### src/hw/rtl/pts_pkg.sv
// Shared types and codes for the periodic timer scheduler.
package pts_pkg;

  localparam int TIME_W   = 32;
  localparam int TAG_W    = 16;
  localparam int HANDLE_W = 4;
  localparam int COUNT_W  = 5;
  localparam int FUNC_W   = 2;
  localparam int KIND_W   = 3;

  localparam logic [TIME_W-1:0] TIME_SIGN = {1'b1, {(TIME_W-1){1'b0}}};

  localparam logic [FUNC_W-1:0] FUNC_ADD    = 2'd0;
  localparam logic [FUNC_W-1:0] FUNC_CANCEL = 2'd1;
  localparam logic [FUNC_W-1:0] FUNC_PROC   = 2'd2;

  localparam logic [KIND_W-1:0] KIND_FIRED     = 3'd0;
  localparam logic [KIND_W-1:0] KIND_ADDED     = 3'd1;
  localparam logic [KIND_W-1:0] KIND_CANCELLED = 3'd2;
  localparam logic [KIND_W-1:0] KIND_DONE      = 3'd3;
  localparam logic [KIND_W-1:0] KIND_REJECT    = 3'd4;

  typedef struct packed {
    logic [FUNC_W-1:0]   func;
    logic [TIME_W-1:0]   now;
    logic [TIME_W-1:0]   interval;
    logic [TAG_W-1:0]    user_tag;
    logic [HANDLE_W-1:0] slot;
  } req_t;

  typedef struct packed {
    logic [KIND_W-1:0]   kind;
    logic [HANDLE_W-1:0] handle;
    logic [TAG_W-1:0]    tag_out;
    logic [TIME_W-1:0]   fire_time;
    logic [COUNT_W-1:0]  fired_count;
    logic [TIME_W-1:0]   next_wait;
    logic                last;
  } rsp_t;

  // One timer entry as it travels around the ring.
  typedef struct packed {
    logic              armed;
    logic              done;
    logic [TIME_W-1:0] deadline;
    logic [TIME_W-1:0] period;
    logic [TAG_W-1:0]  tag;
  } entry_t;

endpackage

### src/hw/rtl/pts_cell.sv
// One ring cell: holds a timer entry and takes its neighbor's entry on each shift.
module pts_cell
  import pts_pkg::*;
(
  input  logic   clk,
  input  logic   rst,
  input  logic   shift,
  input  entry_t ent_in,
  output entry_t ent
);

  logic              armed;
  logic              done;
  logic [TIME_W-1:0] deadline;
  logic [TIME_W-1:0] period;
  logic [TAG_W-1:0]  tag;

  always_ff @(posedge clk) begin
    if (rst) begin
      armed <= 1'b0;
      done  <= 1'b0;
    end else if (shift) begin
      armed <= ent_in.armed;
      done  <= ent_in.done;
    end
  end

  always_ff @(posedge clk) begin
    if (shift) begin
      deadline <= ent_in.deadline;
      period   <= ent_in.period;
      tag      <= ent_in.tag;
    end
  end

  assign ent = '{armed: armed, done: done, deadline: deadline, period: period, tag: tag};

endmodule

### src/hw/rtl/periodic_timer_scheduler.sv
// Periodic and one-shot timer scheduler built on a rotating ring of timer cells.
//
// Usage: requests enter on req (req_valid / req_stall) and results leave on rsp
// (rsp_valid / rsp_stall); a transfer happens at a clock edge with valid high and
// stall low. The ring holds SLOTS entries; add, cancel and process requests walk
// it in full revolutions, one cell per cycle while the ring is not paused, and the
// head cell is read and rewritten as it passes, so the slot number is the revolution
// position. Add and cancel take one revolution, then load the output register
// with their result from the emit state. A process request takes one revolution
// per fired timer plus a final one; each firing result leaves as its slot passes
// the head, then the closing result with the count and the wait to the next
// deadline. The next request is taken in the cycle after the closing result is
// loaded into the output register. An unknown request code goes straight to the
// emit state and is answered with a reject result.
// Reset (rst, synchronous) disarms every slot and idles the controller.
// A stalled receiver holds the output register; the ring pauses at a firing slot
// until the register can take the new result, so nothing is lost.
module periodic_timer_scheduler
  import pts_pkg::*;
#(
  parameter int SLOTS = 16
) (
  input  logic clk,
  input  logic rst,
  input  logic req_valid,
  output logic req_stall,
  input  req_t req,
  output logic rsp_valid,
  input  logic rsp_stall,
  output rsp_t rsp
);

  localparam int IDW = $clog2(SLOTS);
  localparam int CMPW = IDW + HANDLE_W;
  localparam logic [IDW-1:0] LAST_ID = IDW'(SLOTS - 1);

  typedef enum logic [2:0] {
    ST_IDLE = 3'b001,
    ST_SCAN = 3'b010,
    ST_EMIT = 3'b100
  } state_t;

  state_t state;

  // Latched request.
  logic [FUNC_W-1:0]   op;
  logic [TIME_W-1:0]   now;
  logic [TIME_W-1:0]   ival;
  logic [TAG_W-1:0]    utag;
  logic [HANDLE_W-1:0] slot;

  // Revolution bookkeeping.
  logic [IDW-1:0]     cnt;
  logic               first;
  logic               have_prev;
  logic [IDW-1:0]     prev_id;
  logic               have_pick;
  logic [IDW-1:0]     pick_id;
  logic [TIME_W-1:0]  pick_key;
  logic               have_arm;
  logic [TIME_W-1:0]  arm_key;
  logic [COUNT_W-1:0] fcount;
  logic               found;
  logic [IDW-1:0]     found_id;
  rsp_t               res;

  // Ring of cells; cell 0 is the head, the rewritten head goes to the tail.
  entry_t ring [SLOTS];
  entry_t hd;
  entry_t upd;
  logic   step;

  genvar g;
  generate
    for (g = 0; g < SLOTS; g++) begin : g_cell
      entry_t nb;
      if (g == SLOTS - 1) begin : g_tail
        assign nb = upd;
      end else begin : g_mid
        assign nb = ring[g+1];
      end
      pts_cell u_cell (
        .clk    (clk),
        .rst    (rst),
        .shift  (step),
        .ent_in (nb),
        .ent    (ring[g])
      );
    end
  endgenerate

  assign hd = ring[0];

  logic              out_free;
  logic              rsp_load;
  logic              fire_here;
  logic              add_here;
  logic              cancel_here;
  logic [TIME_W-1:0] diff;
  logic [TIME_W-1:0] key;
  logic              due;
  logic              cand;
  logic              better_pick;
  logic              better_arm;
  logic              end_rev;
  logic              fin_have;
  logic [IDW-1:0]    fin_id;
  logic              fin_arm;
  logic [TIME_W-1:0] fin_arm_key;
  logic [TIME_W-1:0] fin_diff;
  logic [TIME_W-1:0] wait_ticks;

  assign out_free  = !rsp_valid || !rsp_stall;
  assign req_stall = (state != ST_IDLE);

  // Rewrite the head entry as it passes.
  always_comb begin
    upd         = hd;
    fire_here   = 1'b0;
    add_here    = 1'b0;
    cancel_here = 1'b0;
    if (first) begin
      upd.done = 1'b0;
    end
    if (state == ST_SCAN) begin
      priority if (op == FUNC_PROC) begin
        if (have_prev && cnt == prev_id) begin
          fire_here = 1'b1;
          upd.done  = 1'b1;
          if (hd.period == '0) begin
            upd.armed = 1'b0;
          end else begin
            upd.deadline = hd.deadline + hd.period;
          end
        end
      end else if (op == FUNC_ADD) begin
        if (!found && !hd.armed) begin
          add_here     = 1'b1;
          upd.armed    = 1'b1;
          upd.done     = 1'b0;
          upd.deadline = now + ival;
          upd.period   = ival;
          upd.tag      = utag;
        end
      end else if (op == FUNC_CANCEL) begin
        if (CMPW'(slot) == CMPW'(cnt) && hd.armed) begin
          cancel_here = 1'b1;
          upd.armed   = 1'b0;
        end
      end
    end
  end

  // Order key: signed distance to now, biased so unsigned compare orders it.
  assign diff = upd.deadline - now;
  assign key  = diff ^ TIME_SIGN;
  assign due  = (diff == '0) || diff[TIME_W-1];

  assign cand        = (op == FUNC_PROC) && upd.armed && !upd.done && due;
  assign better_pick = cand && (!have_pick || key < pick_key);
  assign better_arm  = (op == FUNC_PROC) && upd.armed && (!have_arm || key < arm_key);

  assign step    = (state == ST_SCAN) && (!fire_here || out_free);
  assign end_rev = step && (cnt == LAST_ID);

  // Load the output register with a firing or with the closing result.
  assign rsp_load = (step && fire_here) || (state == ST_EMIT && out_free);

  assign fin_have    = have_pick || better_pick;
  assign fin_id      = better_pick ? cnt : pick_id;
  assign fin_arm     = have_arm || better_arm;
  assign fin_arm_key = better_arm ? key : arm_key;
  assign fin_diff    = fin_arm_key ^ TIME_SIGN;
  assign wait_ticks  = (fin_arm && fin_diff != '0 && !fin_diff[TIME_W-1]) ? fin_diff : '0;

  always_ff @(posedge clk) begin
    if (rst) begin
      state     <= ST_IDLE;
      rsp_valid <= 1'b0;
      cnt       <= '0;
      first     <= 1'b0;
      have_prev <= 1'b0;
      have_pick <= 1'b0;
      have_arm  <= 1'b0;
      found     <= 1'b0;
      fcount    <= '0;
    end else begin
      if (rsp_load) begin
        rsp_valid <= 1'b1;
      end else if (rsp_valid && !rsp_stall) begin
        rsp_valid <= 1'b0;
      end
      unique case (state)
        ST_IDLE: begin
          if (req_valid) begin
            op        <= req.func;
            now       <= req.now;
            ival      <= req.interval;
            utag      <= req.user_tag;
            slot      <= req.slot;
            cnt       <= '0;
            first     <= 1'b1;
            have_prev <= 1'b0;
            have_pick <= 1'b0;
            have_arm  <= 1'b0;
            found     <= 1'b0;
            fcount    <= '0;
            if (req.func == FUNC_ADD || req.func == FUNC_CANCEL || req.func == FUNC_PROC) begin
              state <= ST_SCAN;
            end else begin
              res   <= '{kind: KIND_REJECT, last: 1'b1, default: '0};
              state <= ST_EMIT;
            end
          end
        end
        ST_SCAN: begin
          if (step) begin
            cnt <= end_rev ? '0 : cnt + 1'b1;
            // Emit a firing as its slot passes the head.
            if (fire_here) begin
              rsp       <= '{kind: KIND_FIRED, handle: HANDLE_W'(cnt), tag_out: hd.tag,
                             fire_time: hd.deadline, default: '0};
              fcount    <= fcount + 1'b1;
            end
            if (add_here || cancel_here) begin
              found    <= 1'b1;
              found_id <= cnt;
            end
            if (better_pick && !end_rev) begin
              have_pick <= 1'b1;
              pick_id   <= cnt;
              pick_key  <= key;
            end
            if (better_arm && !end_rev) begin
              have_arm <= 1'b1;
              arm_key  <= key;
            end
            if (end_rev) begin
              first <= 1'b0;
              priority if (op == FUNC_ADD) begin
                if (found || add_here) begin
                  res <= '{kind: KIND_ADDED,
                           handle: HANDLE_W'(add_here ? cnt : found_id),
                           last: 1'b1, default: '0};
                end else begin
                  res <= '{kind: KIND_REJECT, last: 1'b1, default: '0};
                end
                state <= ST_EMIT;
              end else if (op == FUNC_CANCEL) begin
                res   <= '{kind: (found || cancel_here) ? KIND_CANCELLED : KIND_REJECT,
                           handle: slot, last: 1'b1, default: '0};
                state <= ST_EMIT;
              end else if (fin_have) begin
                // Fire the chosen slot on the next revolution.
                have_prev <= 1'b1;
                prev_id   <= fin_id;
                have_pick <= 1'b0;
                have_arm  <= 1'b0;
              end else begin
                res   <= '{kind: KIND_DONE,
                           fired_count: fcount + COUNT_W'(fire_here),
                           next_wait: wait_ticks, last: 1'b1, default: '0};
                state <= ST_EMIT;
              end
            end
          end
        end
        ST_EMIT: begin
          if (out_free) begin
            rsp   <= res;
            state <= ST_IDLE;
          end
        end
        default: begin
          state <= ST_IDLE;
        end
      endcase
    end
  end

  // A transfer in always starts work.
  a_accept_busy: assert property (@(posedge clk) disable iff (rst)
    (req_valid && !req_stall) |=> (state != ST_IDLE))
    else $error("request taken but controller stayed idle");

  // Firing results never close a request.
  a_fire_not_last: assert property (@(posedge clk) disable iff (rst)
    (rsp_valid && rsp.kind == KIND_FIRED) |-> !rsp.last)
    else $error("firing result marked last");

  // The ring position is at slot zero whenever no revolution runs.
  a_ring_aligned: assert property (@(posedge clk) disable iff (rst)
    (state != ST_SCAN) |-> (cnt == '0))
    else $error("ring left misaligned");

  // The ring pauses only on a firing blocked by the output register.
  a_ring_pause: assert property (@(posedge clk) disable iff (rst)
    (state == ST_SCAN && !step) |-> (fire_here && rsp_valid && rsp_stall))
    else $error("ring stalled without cause");

endmodule
### config.mk
export PLATFORM = sky130hd
export DESIGN_NAME = periodic_timer_scheduler
export DESIGN_NICKNAME = d
export VERILOG_FILES = /design/src/hw/rtl/pts_pkg.sv /design/src/hw/rtl/pts_cell.sv /design/src/hw/rtl/periodic_timer_scheduler.sv
export SDC_FILE = /design/constraint.sdc
export NUM_CORES = 1
export LEC_CHECK = 0
export BUFFER_PORTS_ARGS = -buffer_cell sky130_fd_sc_hd__buf_2
export CORE_MARGIN = 8
export CORE_UTILIZATION = 60
export DETAILED_ROUTE_END_ITERATION = 8
export GPL_TIMING_DRIVEN = 0
export PLACE_DENSITY = 0.79
export SYNTH_ARGS = -nofsm -noshare
export SYNTH_HDL_FRONTEND = slang
export SYNTH_SLANG_ARGS = --single-unit
### constraint.sdc
create_clock -name clk -period 63.8 [get_ports clk]
set_clock_uncertainty 0.05 [all_clocks]
set_input_delay 12.76 -clock clk [delete_from_list [all_inputs] [get_ports clk]]
set_output_delay 12.76 -clock clk [all_outputs]
set_load 0.02 [all_outputs]
==> reports/qor.yml, run 1 <==
outcome:
  outcome: "complete, no violations"
job:
  max-cap-violations: 0
worst_setup_path:
  crit_type: "input port to register"
  crit_fanout: 73
  worstSetupEndpointType: "register"
  cp.arrival_ns: 16.47
  rr_worst_depth: 29
  worstPathRequired_ns: 64.16
  startpoint_type: "input port"
route:
  ant_nets: 0
  avgViaCountPerCell: 5.85
  vias: 30191
  drtPass1Iterations: 5
  wl_per_cell_um: 24.8
  drtIter0Drc: 3046
  drc: 0
  wl_um: 128000
hold_path:
  hp-class: "register to register"
  min_path_cells: 0
timing:
  setup_viol: 0
  rsz0062_at_grt: "no"
  worst_pin_slew_ns: 1.44
  finalSetupTns_ns: 0
  hold_viol: 0
  worst_slack_ns: 47.69
  timing.fmax_ghz: 0.0621
  max-slew-margin-rel_pct: 4.29
  timing.final.crit_period_ns: 16.11
  maxSlewViolCount: 0
  post-route-period-util_pct: 25.2
  whs_ns: 0.344
floorplan:
  dieArea_um2: 109000
  initial_utilization_pct: 60.3
  coreArea_um2: 98100
  die_w_um: 330
  pin_count: 185
  fp-row-count: 115
  die_h_um: 330
grt:
  grt_pass1_vias: 29292
  antenna_found_initial: 4
  grt_pass1_wl_um: 187000
  gr-usage-all-layers_pct: 23.5
  grt_max_degree: 79
  gr-total-overflow: 0
place:
  place.gp.congestion: 0.909
  placed_cells: 4878
  dpl.hpwl_um: 84100
  place_area_um2: 62600
  pre_cts_slack_ns: 46.95
  port-buffer-count: 184
layout:
  syn_to_final_growth_pct: 13.9
  final_cells: 5164
  drive_above_1_share_pct: 12.5
  register_area_um2: 48400
  fillCellCount: 6167
  postLayoutCellArea_um2: 67500
  final_nets: 4000
  fin_util_pct: 68.7
  multiInputGateArea_um2: 10000
clocking:
  clock-sinks: 1629
  root_buffer: "clkbuf_16"
  post_cts_buffers: 0
  htree_num_levels: 4
  cts_tree: "built"
  worst_skew_pair.late_latency_ns: 0.76
  hold_buffers: 0
  cts_made_buffers: 155
  path_clk_slew_ns: 0.06
  cts_resized: 0
  cts_max_path_buffers: 3
synthesis:
  synth_edf_count: 1579
  yosysTopAreaCellShare_pct: 80.1
  syn_avg_cell_area_um2: 17.6
  netlist_area_um2: 59200
  async_flop_share_pct: 0
  yosysTopAreaCell: "edfxtp_1"
  yosysSeqAreaShare_pct: 81.8
  netlist_instances: 3370
  synth_area_leaders: "edfxtp_1, ha_1, nand2_1, a21oi_1, dfxtp_1"
  synth_flop_cell: "edfxtp_1"
  yosysWarnings: 0
  synth_seq_cells: 1629
  synth_cell_types: 87
  syn_nets: 3622
power_and_ir_drop:
  power_switching_mw: 0.665
  ir_drop_mv: 0.0281
  p_clk_share_pct: 34.6
  cellPowerDensity_nw_per_um2: 38.0
  p_int_mw: 1.90
  finalPower_mw: 2.56
  sw_frac_of_total_pct: 26.0
  p_comb_share_pct: 13.5
  power_leakage_nw: 23.2
  p_seq_share_pct: 51.9
[critical path, cell delays in order]
cell	delay, ns
buf_2	0.13
nand3_1	0.13
nand2_1	0.25
clkinv_1	0.30
clkbuf_4	0.64
buf_16	0.35
buf_16	0.34
buf_16	0.35
buf_16	0.35
buf_16	0.35
buf_16	0.35
[power by group through the flow]
stage / Clock (mW) / Sequential (mW) / Combinational [mW]
2_1_floorplan: 0 / 1.48 / 0.224
3_3_place_gp: 0 / 1.55 / 0.318
3_5_place_dp: 0 / 1.35 / 0.339
4_1_cts: 0.906 / 1.33 / 0.342
5_1_grt: 0.945 / 1.33 / 0.377
6_report: 0.887 / 1.33 / 0.346
[registers in the layout (all words and copies together) (netlist names), 32 cells and up]
| register | count |
|---|---|
| arm_key | 32 |
| g_cell.u_cell.deadline | 512 |
| g_cell.u_cell.period | 512 |
| g_cell.u_cell.tag | 256 |
| ival | 32 |
| now | 32 |
| pick_key | 32 |
| res | 44 |
| rsp | 93 |
[kinds of logic (layout without fill, tap and decap cells)]
group,Yosys count,count (layout),share of synthesized area [%]
compound gates,527,527,5.70
xor+xnor,96,96,1.43
fa+ha+maj,162,162,3.46
buf+inv,201,707,1.30
flops,1629,1629,81.8
mux,21,21,0.404
other cells,1,2,0.00633
simple gates,733,733,5.92
[final timing paths]
check,to,start,slack [ns]
setup / recovery,g_cell[5].u_cell.period[16]$_DFFE_PP_,rsp_stall,47.69
hold / removal,g_cell[6].u_cell.deadline[30]$_DFFE_PP_,g_cell[7].u_cell.deadline[30]$_DFFE_PP_,0.34
setup reg to reg,pick_key[26]$_DFFE_PP_,cnt[2]$_SDFFE_PP0P_,53.63
hold reg to reg,g_cell[6].u_cell.deadline[30]$_DFFE_PP_,g_cell[7].u_cell.deadline[30]$_DFFE_PP_,0.34
[layout make-up]
class,count,share of cell area (%)
Clock buffer,193,6.12
Tap cell,1287,2.39
Timing Repair Buffer,221,2.54
Buffer,81,0.482
Inverter,120,0.668
Sequential cell,1629,71.8
Clock inverter,92,1.14
Antenna cell,1,0.00371
Multi-Input combinational cell,1540,14.9
[metal layers]
metal | GRT usage, % | routed length [um] | vias to the layer above
met1 | 33.7 | 54200 | 15003
met4 | 8.91 | 4540 | 2
li1 | - | - | 13618
met5 | 0 | 12 | -
met2 | 35.8 | 58600 | 1321
met3 | 5.03 | 10800 | 247
[synth_stat cells (all sizes together), types with 5 or more instances]
cell type and n:
a2111oi 6, a211o 7, a211oi 18, a21boi 11
a21o 52, a21oi 212, a221oi 7, a22oi 9
a31oi 7, and2 54, and3 10, buf 11
clkbuf 70, dfxtp 50, edfxtp 1579, ha 159
inv 119, mux2 11, mux2i 10, nand2 313
nand2b 16, nand3 45, nand4 30, nor2 112
nor2b 61, nor3 29, nor3b 6, nor4 26
o211ai 16, o21a 19, o21ai 76, o21bai 14
o22a 5, o22ai 30, o311ai 5, or3 8
xnor2 54, xor2 42
[placed cells by master (no fill, tap or decap), types with 28 or more instances in the layout]
master     synthesis  layout
a21o_1            52      52
a21oi_1          212     212
and2_1            52      51
buf_2              5     189
clkbuf_1          70     101
clkbuf_16          0     159
clkinv_1           1      42
dfxtp_1           50      50
edfxtp_1        1579    1579
ha_1             159     159
inv_1            119     119
nand2_1          313     313
nand3_1           44      44
nand4_1           30      30
nor2_1           112     112
nor2b_1           61      61
nor3_1            29      28
o21ai_0           65      65
o22ai_1           30      30
xnor2_1           53      53
xor2_1            42      42
Power figures use the tool's default switching activity.
==> run 2, diff against run 1 <==
--- a/config.mk
+++ b/config.mk
@@ -7,10 +7,10 @@
 export LEC_CHECK = 0
 export BUFFER_PORTS_ARGS = -buffer_cell sky130_fd_sc_hd__buf_2
 export CORE_MARGIN = 8
-export CORE_UTILIZATION = 60
+export CORE_UTILIZATION = 55
 export DETAILED_ROUTE_END_ITERATION = 8
 export GPL_TIMING_DRIVEN = 0
-export PLACE_DENSITY = 0.79
+export PLACE_DENSITY = 0.77
 export SYNTH_ARGS = -nofsm -noshare
 export SYNTH_HDL_FRONTEND = slang
 export SYNTH_SLANG_ARGS = --single-unit
==> constraint.sdc (replaced) <==
create_clock -name clk -period 13.6 [get_ports clk]
set_clock_uncertainty 0.05 [all_clocks]
set_input_delay 2.72 -clock clk [delete_from_list [all_inputs] [get_ports clk]]
set_output_delay 2.72 -clock clk [all_outputs]
set_load 0.02 [all_outputs]
==> reports/qor.yml, run 2 (synthesis gave the netlist of run 1 again) <==
layout:
  reg.largest.list: "g_cell.u_cell.deadline: 512 flops, g_cell.u_cell.period: 512 flops, g_cell.u_cell.tag: 256 flops"  # unchanged
  multiInputGateArea_um2: 10000  # unchanged
  register_area_um2: 48400  # unchanged
  final_common_cell: "edfxtp_1"  # unchanged
  final_nets: 3988  # was 4000
  layout_common_cells: "edfxtp_1, nand2_1, a21oi_1"  # unchanged
  drive_above_1_share_pct: 12.5  # about the same
  postLayoutCellArea_um2: 67400  # was 67500 um^2
  syn_to_final_growth_pct: 13.9  # about the same
  diodes: 0  # was 1
  fillCellCount: 7462  # was 6167
timing:
  post-route-period-util_pct: 78.0
  maxSlewViolCount: 0  # unchanged
  max-slew-margin-rel_pct: 14.4  # was 4.29%
  whs_ns: 0.346  # was 0.344 ns
  hold_viol: 0  # unchanged
  setup_viol: 0  # unchanged
  timing.fmax_ghz: 0.0943
  timing.final.crit_period_ns: 10.61
  rsz0062_at_grt: "no"  # unchanged
  worst_pin_slew_ns: 1.27  # was 1.44 ns
hold_path:
  hp-class: "register to register"  # unchanged
route:
  drc: 0  # unchanged
  met2_length_um: 55400  # was 58600 um
  wl_met1_um: 54200  # about the same
  dr_wl_met3_um: 9930  # was 10800 um
  wl_um: 123000  # was 128000 um
  avgViaCountPerCell: 5.61  # was 5.85
  ant_nets: 0  # unchanged
  wl_per_cell_um: 23.4  # was 24.8 um
  routed.top_layer: "met4"  # was met5
  drtIter0Drc: 2881  # was 3046
  vias: 29528  # was 30191
  drtPass1Iterations: 5  # unchanged
grt:
  grt_pass1_vias: 28385  # was 29292
  grt_max_degree: 215  # was 79
  grt_pass1_wl_um: 180000  # was 187000 um
  antenna_found_initial: 5  # was 4
  gr-usage-all-layers_pct: 20.7  # was 23.5%
  gr-total-overflow: 0  # unchanged
worst_setup_path:
  startpoint_type: "register"  # was input port
  crit_type: "register to register"  # was input port to register
  worstSetupEndpointType: "register"  # unchanged
  cp.arrival_ns: 10.94  # was 16.47 ns
  cpMaxStageDelayCell: "nor3_1"  # was clkbuf_4
  crit_fanout: 36  # was 73
  slowest_delay_ns: 0.77  # was 0.64 ns
  path_common_cell: "a21oi_1"  # was buf_16
  worstPathRequired_ns: 13.93  # was 64.16 ns
floorplan:
  die_w_um: 344  # was 330 um
  coreArea_um2: 107000  # was 98100 um^2
  dieArea_um2: 118000  # was 109000 um^2
  die_h_um: 344  # was 330 um
  fp-row-count: 120  # was 115
  initial_utilization_pct: 55.4  # was 60.3%
  pin_count: 185  # unchanged
clocking:
  cts_made_buffers: 156  # was 155
  worst_skew_pair.late_latency_ns: 0.79  # was 0.76 ns
  clock-sinks: 1629  # unchanged
  path_clk_slew_ns: 0.06  # about the same
  root_buffer: "clkbuf_16"  # unchanged
  htree_num_levels: 4  # unchanged
  hold_buffers: 0  # unchanged
  cts_tree: "built"  # unchanged
  post_cts_buffers: 0  # unchanged
  cts_max_path_buffers: 3  # unchanged
  cts_resized: 0  # unchanged
place:
  place.gp.congestion: 0.924  # was 0.909
  dpl.hpwl_um: 83400  # was 84100 um
  place_area_um2: 62300  # was 62600 um^2
  port-buffer-count: 184  # unchanged
job:
  max-cap-violations: 0  # unchanged
power_and_ir_drop:
  power_leakage_nw: 23.1  # was 23.2 nW
  ir_drop_mv: 0.147  # was 0.0281 mV
  cellPowerDensity_nw_per_um2: 179  # was 38.0 nW/um^2
  finalPower_mw: 12.1  # was 2.56 mW
outcome:
  outcome: "complete, no violations"  # unchanged
-- run 2: critical path: cells and delay by family (launching register included) --
family | cells | cell delay (ns)
compound gates | 13 | 3.53
simple gates | 8 | 3.02
buf+inv | 4 | 1.56
xor+xnor | 2 | 0.87
fa+ha+maj | 2 | 0.76
flops | 1 | 0.34
-- run 2: power breakdown --
group	switching, mW	internal, mW
Combinational	1.07	0.508
Clock	1.84	2.39
Sequential	0.196	6.04
Total	3.11	8.94
-- run 2: metal layers --
layer | vias to the layer above | GRT usage (%)
met1 | 14664 | 30.2
met3 | 214 | 4.55
li1 | 13608 | -
met5 | - | 0
met4 | 0 | 6.47
met2 | 1042 | 31.2
-- run 2: worst paths after layout --
| check | from | cells after the start | slack, ns | to |
|---|---|---|---|---|
| setup / recovery | cnt[2]$_SDFFE_PP0P_ | 29 | 2.99 | pick_key[31]$_DFFE_PP_ |
| hold / removal | g_cell[12].u_cell.deadline[23]$_DFFE_PP_ | 0 | 0.35 | g_cell[11].u_cell.deadline[23]$_DFFE_PP_ |
| setup reg to reg | cnt[2]$_SDFFE_PP0P_ | 29 | 2.99 | pick_key[31]$_DFFE_PP_ |
| hold reg to reg | g_cell[12].u_cell.deadline[23]$_DFFE_PP_ | 0 | 0.35 | g_cell[11].u_cell.deadline[23]$_DFFE_PP_ |
-- run 2: metrics by stage --
stage | instances | TNS [ns] | worst slack [ns] | util [%]
final | 5266 | 0 | 2.99 | 63.1
after global routing | 5266 | 0 | 2.50 | 63.1
after CTS | 5266 | 0 | 3.08 | 63.1
after detailed placement | 4981 | 0 | 3.20 | 58.3
after global placement | 4957 | -3712.83 | -2.85 | 57.9
after floorplan | 3370 | 0 | 0.747 | -
-- run 2: area by class of cell --
cell class	instances	share of cell area (%)
well taps	1403	2.60
flip-flops and latches	1629	71.8
plain buffers	81	0.508
repair buffers	208	1.98
inverters	120	0.668
clock inverters	87	1.34
multi-input cells	1540	14.9
clock buffers	198	6.19
